`src/sv/spq_pkg.sv`:
```
// Shared constants and types of the sorted priority queue.
package spq_pkg;

    localparam int CAPACITY = 16;
    localparam int IDX_W    = (CAPACITY > 2) ? $clog2(CAPACITY) : 1;
    localparam int CNT_W    = $clog2(CAPACITY + 1);
    localparam int VAL_W    = 32;
    localparam int OP_W     = 2;
    localparam int POS_W    = 4;
    localparam int LEN_W    = 5;

    localparam logic [OP_W-1:0] OP_INSERT = 2'd0;
    localparam logic [OP_W-1:0] OP_REMOVE = 2'd1;
    localparam logic [OP_W-1:0] OP_FIND   = 2'd2;

    typedef logic signed [VAL_W-1:0] t_value;

    // Broadcast from the controller to every cell during the execute cycle.
    typedef struct packed {
        logic   ins_en;
        logic   rem_en;
        t_value value;
    } t_cell_ctrl;

endpackage

```
`src/sv/spq_cell.sv`:
```
// One storage cell of the sorted chain: holds an entry and shifts with its neighbors.
module spq_cell (
    input  logic                i_clk,
    input  spq_pkg::t_cell_ctrl i_ctrl,
    input  logic                i_occ,
    input  logic                i_prev_ge,
    input  spq_pkg::t_value     i_left_value,
    input  spq_pkg::t_value     i_right_value,
    output spq_pkg::t_value     o_value,
    output spq_pkg::t_value     o_next_value,
    output logic                o_ge,
    output logic                o_le,
    output logic                o_eq
);
    import spq_pkg::*;

    t_value r_value;
    t_value n_value;

    // An empty cell counts as "not greater" so a new value lands there.
    assign o_ge = !i_occ || (i_ctrl.value >= r_value);
    assign o_le = i_occ && (r_value <= i_ctrl.value);
    assign o_eq = i_occ && (r_value == i_ctrl.value);

    always_comb begin
        n_value = r_value;
        priority if (i_ctrl.ins_en) begin
            if (o_ge && !i_prev_ge) begin
                n_value = i_ctrl.value;
            end else if (o_ge) begin
                n_value = i_left_value;
            end
        end else if (i_ctrl.rem_en) begin
            // Entries from the first match onward pull in their right neighbor.
            if (o_le) begin
                n_value = i_right_value;
            end
        end
    end

    always_ff @(posedge i_clk) begin
        r_value <= n_value;
    end

    assign o_value      = r_value;
    assign o_next_value = n_value;

endmodule

```
`src/sv/sorted_priority_queue.sv`:
```
// Top level of the sorted priority queue: request register, cell chain and result register.
//
//   channel   | handshake          | payload
//   ----------+--------------------+-----------------------------------------------
//   request   | start / busy       | i_opcode, i_value
//   result    | o_valid (strobe)   | o_ok, o_position, o_length, o_head_valid,
//             |                    | o_head_value
//
// A request is taken when start is high and busy is low; busy then stays high for one
// execute cycle in which every cell compares its entry with the value and the chain
// shifts. The result strobe follows in the next cycle, and a new request may be issued
// in the cycle the result appears. Reset empties the queue at once; the result side
// cannot stall, so results are never held back.
module sorted_priority_queue (
    input  logic                       i_clk,
    input  logic                       i_rst_n,
    input  logic                       start,
    output logic                       busy,
    input  logic [spq_pkg::OP_W-1:0]   i_opcode,
    input  spq_pkg::t_value            i_value,
    output logic                       o_valid,
    output logic                       o_ok,
    output logic [spq_pkg::POS_W-1:0]  o_position,
    output logic [spq_pkg::LEN_W-1:0]  o_length,
    output logic                       o_head_valid,
    output spq_pkg::t_value            o_head_value
);
    import spq_pkg::*;

    logic             r_busy;
    logic [OP_W-1:0]  r_op;
    t_value           r_req_value;
    logic [CNT_W-1:0] r_count;
    logic [CNT_W-1:0] n_count;

    t_cell_ctrl          ctrl;
    logic [CAPACITY-1:0] occ;
    logic [CAPACITY-1:0] ge;
    logic [CAPACITY-1:0] le;
    logic [CAPACITY-1:0] eq;
    t_value              cell_val  [CAPACITY];
    t_value              cell_next [CAPACITY];

    logic             full;
    logic             found;
    logic [IDX_W-1:0] ins_pos;
    logic [IDX_W-1:0] match_pos;
    logic             n_ok;
    logic [IDX_W-1:0] n_pos;

    function automatic logic [IDX_W-1:0] first_set(input logic [CAPACITY-1:0] bits);
        logic [IDX_W-1:0] idx;
        idx = '0;
        for (int k = CAPACITY - 1; k >= 0; k--) begin
            if (bits[k]) begin
                idx = IDX_W'(k);
            end
        end
        return idx;
    endfunction

    assign full  = (r_count == CNT_W'(CAPACITY));
    assign found = |eq;

    assign ctrl.ins_en = r_busy && (r_op == OP_INSERT) && !full;
    assign ctrl.rem_en = r_busy && (r_op == OP_REMOVE) && found;
    assign ctrl.value  = r_req_value;

    for (genvar g = 0; g < CAPACITY; g++) begin : g_cell
        t_value left_v;
        t_value right_v;
        logic   prev_ge;

        assign occ[g] = (r_count > CNT_W'(g));

        if (g == 0) begin : g_first
            assign left_v  = r_req_value;
            assign prev_ge = 1'b0;
        end else begin : g_mid
            assign left_v  = cell_val[g-1];
            assign prev_ge = ge[g-1];
        end

        if (g == CAPACITY - 1) begin : g_last
            assign right_v = '0;
        end else begin : g_inner
            assign right_v = cell_val[g+1];
        end

        spq_cell u_cell (
            .i_clk         (i_clk),
            .i_ctrl        (ctrl),
            .i_occ         (occ[g]),
            .i_prev_ge     (prev_ge),
            .i_left_value  (left_v),
            .i_right_value (right_v),
            .o_value       (cell_val[g]),
            .o_next_value  (cell_next[g]),
            .o_ge          (ge[g]),
            .o_le          (le[g]),
            .o_eq          (eq[g])
        );
    end

    // The list is descending, so the first "not greater" cell is the insert point and
    // the first occupied "not greater" cell is the match whenever any cell matches.
    assign ins_pos   = first_set(ge);
    assign match_pos = first_set(le);

    always_comb begin
        n_count = r_count;
        n_ok    = 1'b0;
        n_pos   = '0;
        unique case (r_op)
            OP_INSERT: begin
                if (!full) begin
                    n_ok    = 1'b1;
                    n_pos   = ins_pos;
                    n_count = r_count + CNT_W'(1);
                end
            end
            OP_REMOVE: begin
                if (found) begin
                    n_ok    = 1'b1;
                    n_pos   = match_pos;
                    n_count = r_count - CNT_W'(1);
                end
            end
            OP_FIND: begin
                if (found) begin
                    n_ok  = 1'b1;
                    n_pos = match_pos;
                end
            end
            default: begin
            end
        endcase
    end

    always_ff @(posedge i_clk) begin
        if (!i_rst_n) begin
            r_busy  <= 1'b0;
            r_count <= '0;
            o_valid <= 1'b0;
        end else begin
            r_busy  <= start && !r_busy;
            o_valid <= r_busy;
            if (r_busy) begin
                r_count <= n_count;
            end
        end
    end

    always_ff @(posedge i_clk) begin
        if (start && !r_busy) begin
            r_op        <= i_opcode;
            r_req_value <= i_value;
        end
        if (r_busy) begin
            o_ok         <= n_ok;
            o_position   <= POS_W'(n_pos);
            o_length     <= LEN_W'(n_count);
            o_head_valid <= (n_count != '0);
            o_head_value <= (n_count != '0) ? cell_next[0] : '0;
        end
    end

    assign busy = r_busy;

`ifndef SYNTH
    a_count_bound: assert property (@(posedge i_clk) disable iff (!i_rst_n)
        r_count <= CNT_W'(CAPACITY))
        else $error("entry count exceeds capacity");

    a_sorted_head: assert property (@(posedge i_clk) disable iff (!i_rst_n)
        (r_count >= CNT_W'(2)) |-> (cell_val[0] >= cell_val[1]))
        else $error("head entries out of order");

    a_result_follows: assert property (@(posedge i_clk) disable iff (!i_rst_n)
        r_busy |=> o_valid)
        else $error("execute cycle produced no result");

    a_no_stray_result: assert property (@(posedge i_clk) disable iff (!i_rst_n)
        o_valid |-> $past(r_busy))
        else $error("result without a request");

    a_count_step: assert property (@(posedge i_clk) disable iff (!i_rst_n)
        !r_busy |=> $stable(r_count))
        else $error("entry count changed while idle");
`endif

endmodule

```
`config.mk`:
```
export PLATFORM = sky130hd
export DESIGN_NAME = sorted_priority_queue
export DESIGN_NICKNAME = d
export VERILOG_FILES = /design/src/sv/spq_pkg.sv /design/src/sv/spq_cell.sv /design/src/sv/sorted_priority_queue.sv
export SDC_FILE = /design/constraint.sdc
export NUM_CORES = 2
export LEC_CHECK = 0
export BUFFER_PORTS_ARGS = -buffer_cell sky130_fd_sc_hd__buf_4
export CAP_MARGIN = 20
export CORE_MARGIN = 2
export CORE_UTILIZATION = 54
export DETAILED_ROUTE_END_ITERATION = 16
export PLACE_DENSITY_LB_ADDON = 0.3
export SLEW_MARGIN = 20
export SYNTH_ARGS = -nofsm -noshare
export SYNTH_HDL_FRONTEND = slang
export SYNTH_SLANG_ARGS = --single-unit
```
`constraint.sdc`:
```
create_clock -name i_clk -period 6.6 [get_ports i_clk]
set_clock_uncertainty 0.05 [all_clocks]
set_input_delay 1.32 -clock i_clk [delete_from_list [all_inputs] [get_ports i_clk]]
set_output_delay 1.32 -clock i_clk [all_outputs]
set_load 0.1 [all_outputs]
```
==> impl_results.md <==
* Die Height at 287 um
* Sequential area share after synthesis at 40.5%
* Largest net degree at the start of global routing at 281
* Post-synth ARST share at 0%
* Vias at 37300
* Fill cells at 6875
* Final min period at 5.38 ns
* Die W at 287 um
* Post-CTS Setup Bufs at 0
* FP Rows at 103
* Worst-margin pin slew at 1.15 ns
* Top cell type's share of synthesized area at 38.7%
* WP data required at 6.86 ns
* CTS tree: yes
* Total negative slack at 0 ns
* Crit-path max cell delay at 0.80 ns
* Diodes inserted at 0
* # DRC at 0
* Slowest stage cell, crit path: nor4_1
* Start point of the critical path: g_cell[0].left_v[28]
* Post-DP HPWL at 103000 um
* Antenna-violating nets left at 0
* Multi-input logic area at 22900 sq um
* Vias in the first global route at 35300
* Global route overflow at 0
* Cts repair resizes at 0
* RSZ-0062 raised after global routing: false
* Hold Path Origin: g_cell[0].u_cell.o_value[1]
* Maxcap violations at 0
* Synth cell count leaders: 565 x nand2_1, 557 x edfxtp_1, 541 x inv_1, 520 x ha_1, 504 x a21oi_1
* Vias per inst at 6.27
* First-pass GRT wire length at 208000 um
* Peak fanout along the critical path at 35
* Min Hold Slack at 0.488 ns
* EDFF count, synth at 557
* Cell taking the most area after synthesis: edfxtp_1
* # hold bufs at CTS at 0
* Critical Path Most Common Cell: buf_4
* Synth Instances at 4827
* Synthesized flop and latch total at 596
* Synth Cell Area at 43200 sq um
* # nets final at 5397
* CP Cell Sequence: buf_4 -> ha_1 -> nand4_1 -> nor4_1 -> nand2_1 -> a32oi_1 -> mux2i_1 -> nand2b_1 -> and2_2 -> buf_4 -> nor2_1 -> a21oi_1 -> o21ai_0
* Max-slew violations at 0
* Slew headroom at 23.1%
* Core ar. at 79100 sq um
* Period utilization at 81.6%
* Final number of setup-violating endpoints at 0
* Crit path launch type: flip-flop
* Kind of critical path: flip-flop to flip-flop
* Register area at 17500 sq um
* Synth unique cells at 83
* P per Cell Area at 220 nW/um^2
* Top cells by area, synth: edfxtp_1 39%, ha_1 15%, a21oi_1 5.8%
* Port Buffer Count at 81
* Most frequent cell after synthesis: nand2_1
* CP endpoint kind: flip-flop
* Crit-path leading delay family: simple AND/OR/NAND/NOR gates
* Hold Path Class: flip-flop to flip-flop
* Crit path DAT at 5.65 ns
* LEAKAGE at 0.0208 uW
* Hold Fails Final Rpt at 0
* Critical R2R Launch: g_cell[0].left_v[28]
* Iter 0 DRT Violations at 4360
* Synth warn at 0
* Fmax at 186 MHz
* Mean area per synthesized cell at 8.95 sq um
* Sinks on Clock Net at 596
* Status: finished, final reports clean
* Top FF cell, synth: edfxtp_1
* VDD IR max at 194 uV
* Synthesis-to-layout area growth at 10.3%
* Initial core utilization at 54.6%
* GPL Wtd Cong at 1.04
* H-tree Lvls at 3
* DR pass1 iterations at 7
* CTS root buf: clkbuf_16
* Initial antenna violation count at 3
* Crit path buffers/inverters at 2
* Clock latency on the worst-skew pair at 0.63 ns
* Total CTS buffers at 72
* CTS clock-pin slew for the worst setup and hold paths at 0.06 ns
* CTS max path bufs at 3
* Die area at 82300 sq um
* Syn nets at 5384
* Fraction of layout cells with a size suffix above 1 at 7.87%
* Gr usage total at 32.7%
* Drt wl/cell at 23.0 um
* Post-Route WL at 137000 um
* Top-level I/O count at 82
==> metal layers <==
metal  routed length, um  global-route usage, %  vias up
li1                    -                      -    17400
met1               58600                   45.9    17900
met2               61400                   51.2     1732
met3               12200                   5.74      260
met4                4620                   10.7        2
met5                  13                      0        -
==> sequential cells by signal, summed over array words and instances, names as in the netlist <==
| signal | count |
|---|---|
| busy | 1 |
| g_cell.left_v | 32 |
| g_cell.u_cell.o_value | 512 |
| o_head_valid | 1 |
| o_head_value | 32 |
| o_length | 5 |
| o_ok | 1 |
| o_position | 4 |
| o_valid | 1 |
| r_count | 5 |
| r_op | 2 |
==> tightest hold or removal path: stages (launching register included) <==
cell and delay, ns:
dfxtp_1 0.30, inv_1 0.08, o31ai_1 0.10
==> cell type report <==
type | instances | share of cell area (%)
sequential | 596 | 36.7
timing repair buffer | 196 | 3.43
clock inverter | 29 | 0.575
tap | 1050 | 2.76
clock buffer | 100 | 4.24
inverter | 543 | 4.28
multi-input combinational | 3431 | 48.0
==> kinds of logic after synthesis <==
family	after synthesis	share of synthesized area (%)
buffers and inverters	800	7.12
DFF	596	40.5
muxes	209	4.85
adders and majority gates	520	15.1
and+or+nand+nor	1331	13.6
AOI/OAI and AO/OA	1371	18.8
==> power by group <==
part	total, uW	leakage [uW]	internal [uW]	switching (uW)
Clock	3990	0.00113	2330	1660
Sequential	4440	0.00541	4310	126
Combinational	2060	0.0142	705	1360
==> cell usage in the layout (no fill, tap or decap), drive strengths merged, types with 12 or more instances in the layout <==
cell type	count
nand2	566
edfxtp	557
inv	546
o21ai	530
ha	520
a21oi	504
nor2	386
mux2i	207
buf	196
nand4	122
clkbuf	100
nand3	71
nor3	45
a21o	39
dfxtp	39
o31ai	37
a22oi	35
nor4	35
o41a	33
a211oi	28
o211ai	26
nor2b	22
clkinv	20
nand2b	19
and3	16
o21a	15
a31oi	15
and2	14
o2111ai	12
==> worst paths after layout <==
path,endpoint,slack [ns],cells after the start
max,g_cell[12].u_cell.o_value[29],1.22,13
min,g_cell[0].u_cell.o_value[1],0.49,2
max reg2reg,g_cell[12].u_cell.o_value[29],1.22,13
min reg2reg,g_cell[0].u_cell.o_value[1],0.49,2
==> per-stage QoR <==
stage	area [sq um]	util (%)	instances	total power, uW	setup WS (ns)
floorplan	43200	-	4827	5890	0.914
global placement	45300	57.3	5814	6480	0.758
detailed placement	45300	57.3	5815	6510	1.46
CTS	47600	60.2	5944	10500	1.40
global route	47700	60.2	5945	10800	0.960
finish	47700	60.2	5945	10500	1.22
(Power assumes the default switching activity.)
